==> config.mk <==
export PLATFORM = sky130hd
export DESIGN_NAME = arbh_cfg_regs
export DESIGN_NICKNAME = d
export VERILOG_FILES = /design/src/sv/arbh_pkg.sv /design/src/sv/arbh_cfg_regs.sv
export SDC_FILE = /design/constraint.sdc
export NUM_CORES = 1
export LEC_CHECK = 0
export ABC_AREA = 1
export BUFFER_PORTS_ARGS = -buffer_cell sky130_fd_sc_hd__buf_2
export CELL_PAD_IN_SITES_DETAIL_PLACEMENT = 0
export CELL_PAD_IN_SITES_GLOBAL_PLACEMENT = 1
export CORE_MARGIN = 2
export CORE_UTILIZATION = 35
export DETAILED_ROUTE_END_ITERATION = 10
export PLACE_DENSITY = 0.84
export SLEW_MARGIN = 20
export SYNTH_ARGS = -nofsm -noshare
export SYNTH_HDL_FRONTEND = slang
export SYNTH_SLANG_ARGS = --single-unit
==> constraint.sdc <==
create_clock -name clk_i -period 2.15 [get_ports clk_i]
set_input_delay 0.1075 -clock clk_i [delete_from_list [all_inputs] [get_ports clk_i]]
set_output_delay 0.1075 -clock clk_i [all_outputs]
set_load 0.05 [all_outputs]
==> src/sv/arbh_pkg.sv <==
package arbh_pkg;

  // 128-bit hash seed as written through the register port
  typedef struct packed {
    logic [63:0] high;
    logic [63:0] low;
  } seed_t;

  localparam int unsigned ChunkBytes = 16;
  localparam int unsigned StateW     = 8 * ChunkBytes;

  // register byte addresses
  localparam logic [3:0] AddrSeedLow  = 4'h0;
  localparam logic [3:0] AddrSeedHigh = 4'h8;

  // default seed, bytes 0 to 15
  localparam logic [63:0] SeedLowReset  = 64'hD88F_2928_F05F_C9B2;
  localparam logic [63:0] SeedHighReset = 64'hBCB0_04E8_72B2_D102;

  // inverse aes substitution box
  localparam logic [7:0] InvSbox [256] = '{
    8'h52, 8'h09, 8'h6a, 8'hd5, 8'h30, 8'h36, 8'ha5, 8'h38,
    8'hbf, 8'h40, 8'ha3, 8'h9e, 8'h81, 8'hf3, 8'hd7, 8'hfb,
    8'h7c, 8'he3, 8'h39, 8'h82, 8'h9b, 8'h2f, 8'hff, 8'h87,
    8'h34, 8'h8e, 8'h43, 8'h44, 8'hc4, 8'hde, 8'he9, 8'hcb,
    8'h54, 8'h7b, 8'h94, 8'h32, 8'ha6, 8'hc2, 8'h23, 8'h3d,
    8'hee, 8'h4c, 8'h95, 8'h0b, 8'h42, 8'hfa, 8'hc3, 8'h4e,
    8'h08, 8'h2e, 8'ha1, 8'h66, 8'h28, 8'hd9, 8'h24, 8'hb2,
    8'h76, 8'h5b, 8'ha2, 8'h49, 8'h6d, 8'h8b, 8'hd1, 8'h25,
    8'h72, 8'hf8, 8'hf6, 8'h64, 8'h86, 8'h68, 8'h98, 8'h16,
    8'hd4, 8'ha4, 8'h5c, 8'hcc, 8'h5d, 8'h65, 8'hb6, 8'h92,
    8'h6c, 8'h70, 8'h48, 8'h50, 8'hfd, 8'hed, 8'hb9, 8'hda,
    8'h5e, 8'h15, 8'h46, 8'h57, 8'ha7, 8'h8d, 8'h9d, 8'h84,
    8'h90, 8'hd8, 8'hab, 8'h00, 8'h8c, 8'hbc, 8'hd3, 8'h0a,
    8'hf7, 8'he4, 8'h58, 8'h05, 8'hb8, 8'hb3, 8'h45, 8'h06,
    8'hd0, 8'h2c, 8'h1e, 8'h8f, 8'hca, 8'h3f, 8'h0f, 8'h02,
    8'hc1, 8'haf, 8'hbd, 8'h03, 8'h01, 8'h13, 8'h8a, 8'h6b,
    8'h3a, 8'h91, 8'h11, 8'h41, 8'h4f, 8'h67, 8'hdc, 8'hea,
    8'h97, 8'hf2, 8'hcf, 8'hce, 8'hf0, 8'hb4, 8'he6, 8'h73,
    8'h96, 8'hac, 8'h74, 8'h22, 8'he7, 8'had, 8'h35, 8'h85,
    8'he2, 8'hf9, 8'h37, 8'he8, 8'h1c, 8'h75, 8'hdf, 8'h6e,
    8'h47, 8'hf1, 8'h1a, 8'h71, 8'h1d, 8'h29, 8'hc5, 8'h89,
    8'h6f, 8'hb7, 8'h62, 8'h0e, 8'haa, 8'h18, 8'hbe, 8'h1b,
    8'hfc, 8'h56, 8'h3e, 8'h4b, 8'hc6, 8'hd2, 8'h79, 8'h20,
    8'h9a, 8'hdb, 8'hc0, 8'hfe, 8'h78, 8'hcd, 8'h5a, 8'hf4,
    8'h1f, 8'hdd, 8'ha8, 8'h33, 8'h88, 8'h07, 8'hc7, 8'h31,
    8'hb1, 8'h12, 8'h10, 8'h59, 8'h27, 8'h80, 8'hec, 8'h5f,
    8'h60, 8'h51, 8'h7f, 8'ha9, 8'h19, 8'hb5, 8'h4a, 8'h0d,
    8'h2d, 8'he5, 8'h7a, 8'h9f, 8'h93, 8'hc9, 8'h9c, 8'hef,
    8'ha0, 8'he0, 8'h3b, 8'h4d, 8'hae, 8'h2a, 8'hf5, 8'hb0,
    8'hc8, 8'heb, 8'hbb, 8'h3c, 8'h83, 8'h53, 8'h99, 8'h61,
    8'h17, 8'h2b, 8'h04, 8'h7e, 8'hba, 8'h77, 8'hd6, 8'h26,
    8'he1, 8'h69, 8'h14, 8'h63, 8'h55, 8'h21, 8'h0c, 8'h7d
  };

  // multiply by x in gf(2^8)
  function automatic logic [7:0] xtime(input logic [7:0] a);
    xtime = {a[6:0], 1'b0} ^ (a[7] ? 8'h1b : 8'h00);
  endfunction

  function automatic logic [7:0] gf_mul9(input logic [7:0] a);
    logic [7:0] a2, a4, a8;
    a2 = xtime(a);
    a4 = xtime(a2);
    a8 = xtime(a4);
    gf_mul9 = a8 ^ a;
  endfunction

  function automatic logic [7:0] gf_mul11(input logic [7:0] a);
    logic [7:0] a2, a4, a8;
    a2 = xtime(a);
    a4 = xtime(a2);
    a8 = xtime(a4);
    gf_mul11 = a8 ^ a2 ^ a;
  endfunction

  function automatic logic [7:0] gf_mul13(input logic [7:0] a);
    logic [7:0] a2, a4, a8;
    a2 = xtime(a);
    a4 = xtime(a2);
    a8 = xtime(a4);
    gf_mul13 = a8 ^ a4 ^ a;
  endfunction

  function automatic logic [7:0] gf_mul14(input logic [7:0] a);
    logic [7:0] a2, a4, a8;
    a2 = xtime(a);
    a4 = xtime(a2);
    a8 = xtime(a4);
    gf_mul14 = a8 ^ a4 ^ a2;
  endfunction

endpackage

==> src/sv/arbh_cfg_regs.sv <==
module arbh_cfg_regs import arbh_pkg::*; (
  input  logic        clk_i,
  input  logic        rst_ni,
  input  logic        psel,
  input  logic        penable,
  input  logic        pwrite,
  input  logic [3:0]  paddr,
  input  logic [63:0] pwdata,
  output logic [63:0] prdata,
  output logic        pready,
  output seed_t       seed_o
);

  logic [63:0] seed_low_q, seed_low_d;
  logic [63:0] seed_high_q, seed_high_d;
  logic        wr_en;
  logic        sel_high;

  assign pready   = 1'b1;
  assign wr_en    = psel && penable && pwrite && pready;
  assign sel_high = paddr[3] == AddrSeedHigh[3];

  // write decode on the register select bit
  always_comb begin
    seed_low_d  = seed_low_q;
    seed_high_d = seed_high_q;
    if (wr_en) begin
      if (sel_high) begin
        seed_high_d = pwdata;
      end else begin
        seed_low_d = pwdata;
      end
    end
  end

  always_ff @(posedge clk_i or negedge rst_ni) begin
    if (!rst_ni) begin
      seed_low_q  <= SeedLowReset;
      seed_high_q <= SeedHighReset;
    end else begin
      seed_low_q  <= seed_low_d;
      seed_high_q <= seed_high_d;
    end
  end

  // read back
  assign prdata = sel_high ? seed_high_q : seed_low_q;

  assign seed_o.low  = seed_low_q;
  assign seed_o.high = seed_high_q;

endmodule

Yosys cells after proc, flatten, opt, wreduce, memory -nomap -nowiden
Index checks and enable logic that the tools add are counted.

word-level totals
  register bits = 128
  bits in latches = 0
  bits in writable memories = 0
  memory bits (read-only) = 0
  input port bits = 73
  output and inout port bits = 193
  word-level logic and storage cells = 8
  memories = 0

cells by class
  add/subtract/negate cells = 0
  multiply operators = 0
  divide/modulo/power cells = 0
  magnitude comparators = 0
  equality and inequality tests = 0
  shifts and indexed selects = 0
  muxes and demuxes = 1
  bitwise logic cells = 1
  reductions and logical operators = 4

operator list
  kind               number
  $mux 64            1
  $reduce_and 2->1   2
  $logic_and 1x1->1  2
  $not 1->1          1

Depth between registers and ports, before layout
Gate-level depths: netlist (run 1).

  depth in word-level cells = 3
  gate-level depth with buffers = 6
  depth with buffers taken out = 4

Least setup slack after synthesis (run 1)
No wires, ideal clock.

  kind = flip-flop to output port
  start = register seed_high_q[52]
  end = output prdata[52]
  data arrival time = 1.115 ns
  data required time = 2.043 ns
  slack = 0.927 ns
  stages on the path, launching flop included = 3
  cell sequence = dfstp_2 nand2_1 nand2_1

between the ends
  longest elaborated chain between the ends = 1

ends and longest elaborated chain
  element                 RTL line             RTL
  from (decl)             arbh_cfg_regs.sv:15  logic [63:0] seed_high_q, seed_high_d;
  from (signal assigned)  arbh_cfg_regs.sv:39  seed_high_q <= SeedHighReset;
  from (signal assigned)  arbh_cfg_regs.sv:42  seed_high_q <= seed_high_d;
  $mux 64                 arbh_cfg_regs.sv:47  assign prdata = sel_high ? seed_high_q : seed_low_q;
  to (decl)               arbh_cfg_regs.sv:9   output logic [63:0] prdata,

No other way between the ends.

Worst setup path after layout (run 1)
  start = register seed_low_q[50]
  end = output prdata[50]

between the ends
  longest elaborated chain between the ends = 1

ends and longest elaborated chain
  element                 RTL line             RTL
  from (decl)             arbh_cfg_regs.sv:14  logic [63:0] seed_low_q, seed_low_d;
  from (signal assigned)  arbh_cfg_regs.sv:38  seed_low_q <= SeedLowReset;
  from (signal assigned)  arbh_cfg_regs.sv:41  seed_low_q <= seed_low_d;
  $mux 64                 arbh_cfg_regs.sv:47

No other way between the ends.

==> implementation parameters, run 1 <==
Parameter                              Value

STA
  Final setup violation count    0
  Hold Violations, Final    0
  Worst slew margin relative to its limit    0.4961
  Setup repair after global routing missed its margin    false
  Worst-margin pin slew    0.7559 ns
  Fin Setup TNS    0 ns
  Clock tree skew after final layout    0 ns
  Minimum period implied by the final worst setup slack    1.490 ns
  Achievable Freq    671.4 MHz
  Max-slew violations    0
  Fin crit share    0.6928

Clock network
  Clock Latency Late Sink    0.40 ns
  Count of H-tree levels built during CTS    4
  TritonCTS clock tree    built
  Maximum buffer depth of the clock tree    2
  Cell at the root of the clock tree    clkbuf_16
  Post_cts resized    0
  Clock-pin transition on the worst setup and hold timing paths    0.05 ns
  Number of clock sinks seen by CTS    128
  CTS Buf Count    17

Yosys
  Number of synthesized flops with an enable pin    0
  Area fraction of the dominant cell type after synthesis    0.2960
  Flops & latches, synth    128
  Synthesis warning total    0
  Synth unique cells    13
  Top cells by area, synth    dfrtp_1, nand2_1, dfstp_2, nand3_1, buf_2
  Synthesized area per cell    7.724 µm²
  Cell with the most instances after synthesis    nand2_1
  Sequential area share after synthesis    0.5536
  Commonest cells post-synth    nand2_1, nand3_1, dfrtp_1
  Synthesized net count    839
  Post-synthesis cell area    0.005917 mm²
  Async set or reset register ratio after synthesis    1.000
  Cell taking the most area after synthesis    dfrtp_1
  Cells after Synth    766
  Top_reg_cell synth    dfrtp_1

Global route
  Antenna violations before repair    0
  Overflow left after global routing    0
  All-layer global routing usage    0.1957
  Largest net degree at the start of global routing    71
  Wire length of the first global-routing pass    28550 µm
  Number of global-route vias before repair    5522

Final layout
  Count of antenna diodes in the layout    0
  Multi-input combinational cell area    0.002369 mm²
  Post-synthesis to final-layout area growth    46.61%
  Final standard cell area without fillers    0.008675 mm²
  Layout cell share with drive strength beyond 1    0.3367
  Register cell area after layout    0.003276 mm²
  Final Net Count    1142
  Fill cell count    1620

Critical path
  Worst setup EP type    output port
  Cells along the critical path    nand2_1 -> nand2_1 -> buf_2
  Largest fanout of any net on the critical path    3
  Startpoint class of the critical path    register
  Kind of cell adding the most delay to the critical path    flip-flops
  Endpoint required time on the critical path    2.04 ns
  Buf+Inv Stages, Crit Path    1
  Max stage delay on crit path    0.54 ns
  Category of the critical setup timing path    reg2out
  Critical Path Slowest Stage Cell    dfstp_2
  Most numerous cell on the critical path    nand2_1
  Signal arrival time at the worst endpoint    1.38 ns

Power
  Net switching share of the total power    0.4433
  Part of the power in registers    0.324
  Total internal power    5860 µW
  Leakage power figure    0.004927 µW
  Worst-case vdd ir drop    0.6429 mV
  Net switching power    4666 µW
  Combinational group share of total power    0.393
  Clock power share    0.283
  Total power divided by cell area    1213 mW/mm²

Placed design
  DP Area    0.007413 mm²
  Port Buffers    261
  Detail Placement HPWL    11490 µm
  Placer Congestion    0.7431

Route
  Number of nets with antenna violations after routing    0
  Detailed-route wire length    17930 µm
  DRC errors left    0
  Detailed Routing Iterations Pass 1    5
  Routed vias    6022
  Post-DR vias/cell    4.629
  Routed WL per cell    13.78 µm
  Violation count after the first detailed-routing iteration    307

Floorplan
  Starting Density    0.3568
  Floorplan core area    0.01658 mm²
  Die Y    134.0 µm
  Die span in x    134.0 µm
  IO Count    266
  Std-Cell Rows    47
  Die ar.    0.01796 mm²

Flow run
  Max-cap violation count    0

Run status
  Outcome    finished, final reports clean

Hold path
  Tightest Hold Check Type    in2reg
[final timing paths]
| kind | start | end | slack [ns] | cells after the start |
|---|---|---|---|---|
| min in group asynchronous | rst_ni | seed_low_q[38]$_DFFE_PN0P_ | 0.23 | 2 |
| worst min-delay path | paddr[3] | seed_high_q[37]$_DFFE_PN1P_ | 0.1 | 3 |
| worst max register to register | seed_high_q[15]$_DFFE_PN1P_ | seed_high_q[15]$_DFFE_PN1P_ | 1.39 | 2 |
| worst min register to register | seed_low_q[31]$_DFFE_PN1P_ | seed_low_q[31]$_DFFE_PN1P_ | 0.47 | 2 |
| worst max-delay path | seed_low_q[50]$_DFFE_PN1P_ | prdata[50] | 0.66 | 3 |
| max in group asynchronous | rst_ni | seed_low_q[22]$_DFFE_PN1P_ | 1.25 | 3 |
[power by group through the flow]
stage | combinational (µW) | sequential (µW) | clock (µW)
floorplan | 1480 | 5010 | 0
global placement | 4030 | 3440 | 0
detailed placement | 4060 | 3440 | 0
CTS | 4160 | 3410 | 3050
global route | 4370 | 3480 | 3140
finish | 4130 | 3410 | 2980
[cells in the final DEF, fill, tap and decap left out, drive strengths merged]
| cell type | n |
|---|---|
| nor2 | 1 |
| dfrtp | 70 |
| dfstp | 58 |
| bufinv | 4 |
| buf | 274 |
| clkinvlp | 2 |
| nand4 | 2 |
| nand3 | 128 |
| clkinv | 5 |
| dlygate4sd3 | 65 |
| conb | 1 |
| nand2 | 449 |
| clkbuf | 20 |
| inv | 2 |
[sequential cells by signal, summed over array words and instances (netlist names)]
name / count
seed_high_q: 64
seed_low_q: 64
[metal layers]
metal  global-route usage  part of all wire  up-vias
li1                     -                 -     3008
met1               0.2665              0.46     2804
met2               0.3114              0.47      189
met3              0.04119             0.058       21
met4              0.06784             0.016        0
met5                    0                 0        -
[metrics by stage]
step / power [µW] / setup slack, ns / util / cells / hold slack [ns]
finish: 10530 / 0.6605 / 0.5231 / 1301 / 0.09878
global route: 10990 / 0.6125 / 0.5231 / 1301 / 0.1029
CTS: 10620 / 0.6544 / 0.5231 / 1301 / 0.07533
detailed placement: 7497 / 0.6407 / 0.4470 / 1205 / 0.09401
global placement: 7466 / 0.6784 / 0.4470 / 1205 / 0.09715
floorplan: 6491 / 0.9272 / - / 766 / -0.1881
[worst reg2reg max path, delay by kind of cell, from the launching register on]
family	cells	cell delay [ns]
flops	1	0.56
simple gates	2	0.14
[final cells by class]
cell class                      instances  share of cell area
Sequential cell                       128              0.3776
Inverter                                2            0.001154
Clock inverter                         11             0.01890
Timing Repair Buffer                  339              0.2461
Multi-Input combinational cell        581              0.2730
Clock buffer                           20             0.05149
Tap cell                              220             0.03173
[cell families (layout without fill, tap and decap cells)]
kind of cell | Yosys count | after routing | synth area share
buffers and inverters | 57 | 372 | 0.04885
flip-flops | 128 | 128 | 0.5536
other | 1 | 1 | 0.0006338
AND/OR/NAND/NOR | 580 | 580 | 0.3969
[what timing repair did]
item                                   4_1_cts  5_1_grt
hold buffers                                65        0
setup buffers                                0        0
endpoints found under the hold margin      157        0
Power figures use the tool's default switching activity.
==> inputs of run 2 (changes only) <==
CORE_UTILIZATION = 33   (was 35)
PLACE_DENSITY = 0.79   (was 0.84)
clock period = 1.4 ns   (was 2.15 ns; I/O delays follow)
==> run 2 against run 1 <==
Effect of this change:
- core utilization down 1.0 points
- routed wire length up 4.6%
- first-iteration DRC count down 22%
- die area up 5.9%
- register-to-register slack worse by 0.76 ns
- final cell count up 0.77%
- via count up 1.1%
- power up 55%
- clock skew unchanged
- non-clock buffer count up 3
- largest power group unchanged
- highest routed layer unchanged
==> implementation parameters, run 2 (synthesized netlist as in run 1, its figures left out) <==
Parameter                              Value

Floorplan
  Die Y    137.9 µm
  Starting Density    0.3397
  Floorplan core area    0.01742 mm²
  IO Count    266
  Std-Cell Rows    48
  Die span in x    137.9 µm
  Die ar.    0.01902 mm²

Final layout
  Most common library cell in the layout ignoring fill and taps    nand2_1
  Utilization of the core after routing    0.5131
  Largest registers    seed_high_q x64, seed_low_q x64
  Layout cell share with drive strength beyond 1    0.3429
  Leading cell types in the layout, fill and taps excluded    nand2_1, buf_2, nand3_1
  Final Net Count    1145
  Post-synthesis to final-layout area growth    51.03%
  Non-filler instance count after layout    1311
  Final standard cell area without fillers    0.008936 mm²

Clock network
  Clock Latency Late Sink    0.40 ns
  Cell at the root of the clock tree    clkbuf_16
  Number of clock sinks seen by CTS    128
  Maximum buffer depth of the clock tree    2
  CTS Buf Count    17
  TritonCTS clock tree    built
  Buffers inserted by post-CTS timing repair    0
  Clock-pin transition on the worst setup and hold timing paths    0.05 ns
  Count of H-tree levels built during CTS    4

Global route
  Largest net degree at the start of global routing    69
  All-layer global routing usage    0.1965
  Number of global-route vias before repair    5713
  Antenna violations before repair    0
  Overflow left after global routing    0
  Wire length of the first global-routing pass    29270 µm

STA
  Hold Violations, Final    0
  Fin crit share    0.9640
  Clock tree skew after final layout    0 ns
  Worst-case hold slack    0.08832 ns
  Final setup violation count    0
  Max-slew violations    0
  Minimum period implied by the final worst setup slack    1.350 ns
  Achievable Freq    741.0 MHz

Critical path
  End of the worst register-to-register path    seed_low_q[16]$_DFFE_PN1P_
  Reg2Reg Depth    2
  Critical Path Source    seed_high_q[39]$_DFFE_PN1P_
  Endpoint required time on the critical path    1.33 ns
  Capture point of the critical path    prdata[39]
  Max stage delay on crit path    0.54 ns
  Category of the critical setup timing path    reg2out
  Critical Path Slowest Stage Cell    dfstp_2
  Worst setup EP type    output port
  Signal arrival time at the worst endpoint    1.28 ns
  Flop2flop setup slack    0.63 ns
  Most numerous cell on the critical path    nand2_1
  Launch point of the worst reg-to-reg path    seed_low_q[16]$_DFFE_PN1P_
  Cells along the critical path    nand2_1 -> nand2_1 -> buf_4
  Largest fanout of any net on the critical path    3
  Startpoint class of the critical path    register

Placed design
  Number of cells after detailed placement    1213
  Placer Congestion    0.7395
  DP Area    0.007505 mm²
  Port Buffers    261
  Detail Placement HPWL    12250 µm

Route
  Violation count after the first detailed-routing iteration    240
  Post-DR vias/cell    4.645
  Wire length the detailed router placed on met1    8521 µm
  Routed WL per cell    14.31 µm
  Routed vias    6090
  Total met3 wirelength after detailed routing    1050 µm
  Detailed-route wire length    18760 µm
  Number of nets with antenna violations after routing    0
  Uppermost metal layer occupied by signal nets    met4
  DRC errors left    0
  Detailed Routing Iterations Pass 1    4
  Sum of met2 wire segment lengths after detailed routing    8904 µm

Run status
  Outcome    finished, final reports clean

Power
  Post-layout total power    16280 µW
  Total power divided by cell area    1822 mW/mm²
  Total internal power    9046 µW
  Net switching share of the total power    0.4445
  Worst-case vdd ir drop    0.8666 mV
  Combinational group share of total power    0.407
  Net switching power    7238 µW
  Leakage power figure    0.004998 µW
  Clock power share    0.270
  Part of the power in registers    0.323

Flow run
  Max-cap violation count    0

Hold path
  Tightest Hold Check Type    in2async
run 2: changes by cell type in the layout (fill, tap and decap cells not counted), moves of 5 or more:
cell,previous run,this run
nand2_2,0,5
buf_2,259,216
buf_6,0,18
buf_12,6,11
buf_4,9,31
nand2_1,449,444
run 2: metrics by stage:
stage               setup TNS, ns  setup slack, ns
detailed placement              0           0.2726
finish                          0          0.05041
floorplan                       0           0.2147
CTS                             0        0.0003534
global placement                0           0.2817
global route            -0.001332        -0.001332
run 2: area by class of cell:
type                            instances  area [µm²]
Clock inverter                         11       140.1
Fill cell                            1733        8481
Inverter                                2       10.01
Multi-Input combinational cell        581        2381
Antenna cell                            1       2.502
Tap cell                              225       281.5
Timing Repair Buffer                  342        2395
Sequential cell                       128        3276
Clock buffer                           21       450.4
run 2: worst max-delay path: cells and delay by family (launching register included):
family        cells  cell delay, ns
flops             1            0.54
buf+inv           1            0.19
simple gates      2            0.13
run 2: worst min-delay path by stage:
stage,startpoint,endpoint,slack (ns),cells past startpoint
2_1_floorplan,rst_ni,seed_high_q[0]$_DFFE_PN0P_,-0.23,0
3_3_place_gp,rst_ni,seed_low_q[53]$_DFFE_PN0P_,-0.03,1
3_5_place_dp,rst_ni,seed_low_q[53]$_DFFE_PN0P_,-0.02,1
4_1_cts,rst_ni,seed_low_q[57]$_DFFE_PN0P_,0.07,2
5_1_grt,rst_ni,seed_low_q[53]$_DFFE_PN0P_,0.11,2
6_report,rst_ni,seed_low_q[53]$_DFFE_PN0P_,0.09,2
run 2: timing repair:
action,in CTS,in global routing
setup endpoints to repair,41,19
hold buffers,65,0
pin swaps,0,3
cloned,0,0
gates resized for setup,41,26
hold endpoints to repair,205,0
run 2: power by group through the flow:
stage,sequential [µW],clock (µW),combinational [µW]
floorplan,7700,0,2270
global placement,5290,0,6230
detailed placement,5300,0,6280
CTS,5260,4510,6570
global route,5360,4680,7030
finish,5260,4400,6620
run 2: per-layer routing:
layer	track usage	vias up
met5	0	-
met4	0.06973	0
met3	0.04423	19
met2	0.3188	185
met1	0.2588	2865
li1	-	3021
==> inputs of run 3 (changes only) <==
REMOVE_ABC_BUFFERS = 1   (was default)
==> run 3 against run 2 <==
Effect of this change:
- sequential power hardly changed
- routed wire length is 0.69% lower
- core utilization is 0.079 points lower
- non-clock buffer count is 4 higher
- critical path type unchanged
- sequential share of layout area is 0.057 points higher
- power is 0.18% higher
- largest power group unchanged
- clock power is 2% higher
- clock skew stayed put
- fmax is 1.0% lower
- via count hardly changed
==> implementation parameters, run 3 (synthesized netlist as in run 1, its figures left out) <==
Parameter                              Value

Hold path
  Hold path startpoint    paddr[3]
  Tightest Hold Check Type    in2reg

Critical path
  End of the worst register-to-register path    seed_low_q[49]$_DFFE_PN1P_
  Flop2flop setup slack    0.66 ns
  Launch point of the worst reg-to-reg path    seed_low_q[49]$_DFFE_PN1P_
  Worst setup EP type    output port
  Kind of cell adding the most delay to the critical path    flip-flops
  Endpoint required time on the critical path    1.33 ns
  Category of the critical setup timing path    reg2out
  Critical Path Slowest Stage Cell    dfstp_2
  Largest fanout of any net on the critical path    3
  Max stage delay on crit path    0.55 ns
  Critical Path Source    seed_high_q[42]$_DFFE_PN1P_
  Capture point of the critical path    prdata[42]
  Buf+Inv Stages, Crit Path    1
  Signal arrival time at the worst endpoint    1.29 ns
  Most numerous cell on the critical path    nand2_1
  Reg2Reg Depth    2
  Number of cells on the critical path    3
  Startpoint class of the critical path    register
  Cells along the critical path    nand2_1 -> nand2_1 -> buf_6

Placed design
  Placer Congestion    0.7640
  Port Buffers    261
  Detail Placement HPWL    12120 µm
  Post-Place Setup Slack    0.2117 ns

STA
  Hold Violations, Final    0
  Worst-case hold slack    0.1166 ns
  Setup repair after global routing missed its margin    true
  Achievable Freq    733.4 MHz
  Fin crit share    0.9739
  Max-slew violations    0
  Minimum period implied by the final worst setup slack    1.363 ns
  Final worst setup slack    0.03652 ns
  Clock tree skew after final layout    0 ns
  Final setup violation count    0

Floorplan
  Die Y    137.9 µm
  Floorplan core area    0.01742 mm²
  Std-Cell Rows    48
  Die span in x    137.9 µm
  Starting Density    0.3397
  IO Count    266
  Die ar.    0.01902 mm²

Global route
  All-layer global routing usage    0.1958
  Number of global-route vias before repair    5563
  Antenna violations before repair    0
  Wire length of the first global-routing pass    28860 µm
  Overflow left after global routing    0
  Largest net degree at the start of global routing    73

Route
  Detailed Routing Iterations Pass 1    4
  Routed vias    6091
  DRC errors left    0
  Routed WL per cell    14.18 µm
  Post-DR vias/cell    4.635
  Violation count after the first detailed-routing iteration    310
  Number of nets with antenna violations after routing    0
  Detailed-route wire length    18630 µm

Final layout
  Multi-input combinational cell area    0.002374 mm²
  Leading cell types in the layout, fill and taps excluded    nand2_1, buf_2, nand3_1
  Most common library cell in the layout ignoring fill and taps    nand2_1
  Fill cell count    1748
  Count of antenna diodes in the layout    0
  Final Net Count    1149
  Layout cell share with drive strength beyond 1    0.3388
  Post-synthesis to final-layout area growth    50.79%
  Register cell area after layout    0.003276 mm²
  Largest registers    seed_high_q x64, seed_low_q x64

Run status
  Outcome    finished, final reports clean

Clock network
  CTS Buf Count    17
  Maximum buffer depth of the clock tree    2
  Clock-pin transition on the worst setup and hold timing paths    0.06 ns
  TritonCTS clock tree    built
  Number of clock sinks seen by CTS    128
  Buffers inserted by post-CTS timing repair    0
  Count of H-tree levels built during CTS    4
  Cell at the root of the clock tree    clkbuf_16
  Clock Latency Late Sink    0.41 ns

Power
  Worst-case vdd ir drop    0.8730 mV
  Leakage power figure    0.005002 µW
  Total power divided by cell area    1828 mW/mm²

Flow run
  Max-cap violation count    0
==> run 3: how the worst min path moves through the flow <==
stage	endpoint	slack, ns	cells after the start
after global routing	seed_low_q[33]$_DFFE_PN0P_	0.14	4
after floorplan	seed_high_q[0]$_DFFE_PN0P_	-0.23	0
after global placement	seed_low_q[44]$_DFFE_PN0P_	0.10	2
after detailed placement	seed_high_q[44]$_DFFE_PN0P_	0.10	2
final	seed_low_q[3]$_DFFE_PN0P_	0.12	4
after CTS	seed_low_q[3]$_DFFE_PN0P_	0.11	4
==> run 3: tightest hold or removal path, delay by kind of cell <==
kind | cells | cell delay (ns)
simple gates | 2 | 0.15
buf+inv | 2 | 0.27
==> run 3: metrics by stage <==
step	setup TNS, ns	utilization	power (µW)	instances	instance area, µm²
6_report	0	0.5123	16310	1314	8922
5_1_grt	-0.02109	0.5123	17070	1314	8922
4_1_cts	0	0.5088	16390	1314	8862
3_5_place_dp	0	0.4307	11560	1216	7502
3_3_place_gp	0	0.4307	11500	1216	7502
2_1_floorplan	-439.51	-	9891	711	5635
==> run 3: cell type report <==
class | instances | area share
clock buffers | 26 | 0.05483
clock inverters | 6 | 0.01178
inverters | 2 | 0.001122
multi-input cells | 581 | 0.2660
flip-flops and latches | 128 | 0.3671
well taps | 225 | 0.03155
repair buffers | 346 | 0.2676
==> run 3: where the power goes <==
| group | internal (µW) | leakage (µW) | switching, µW | total [µW] |
|---|---|---|---|---|
| registers | 4640 | 0.00149 | 599 | 5240 |
| logic | 1560 | 0.00322 | 5030 | 6590 |
| clock network | 2930 | 0.000292 | 1550 | 4490 |
==> run 3: timing repair <==
item                       in CTS  in global routing
pin swaps                       0                  1
hold endpoints to repair      229                  0
hold buffers                   66                  0
gates resized for setup        42                 17
setup endpoints to repair      42                 15
==> run 3: metal layers <==
| layer | share of wire | global-route usage | vias to the layer above |
|---|---|---|---|
| li1 | - | - | 3026 |
| met3 | 0.055 | 0.03655 | 20 |
| met2 | 0.49 | 0.3267 | 184 |
| met4 | 0.016 | 0.06916 | 0 |
| met5 | 0 | 0 | - |
| met1 | 0.44 | 0.2549 | 2861 |
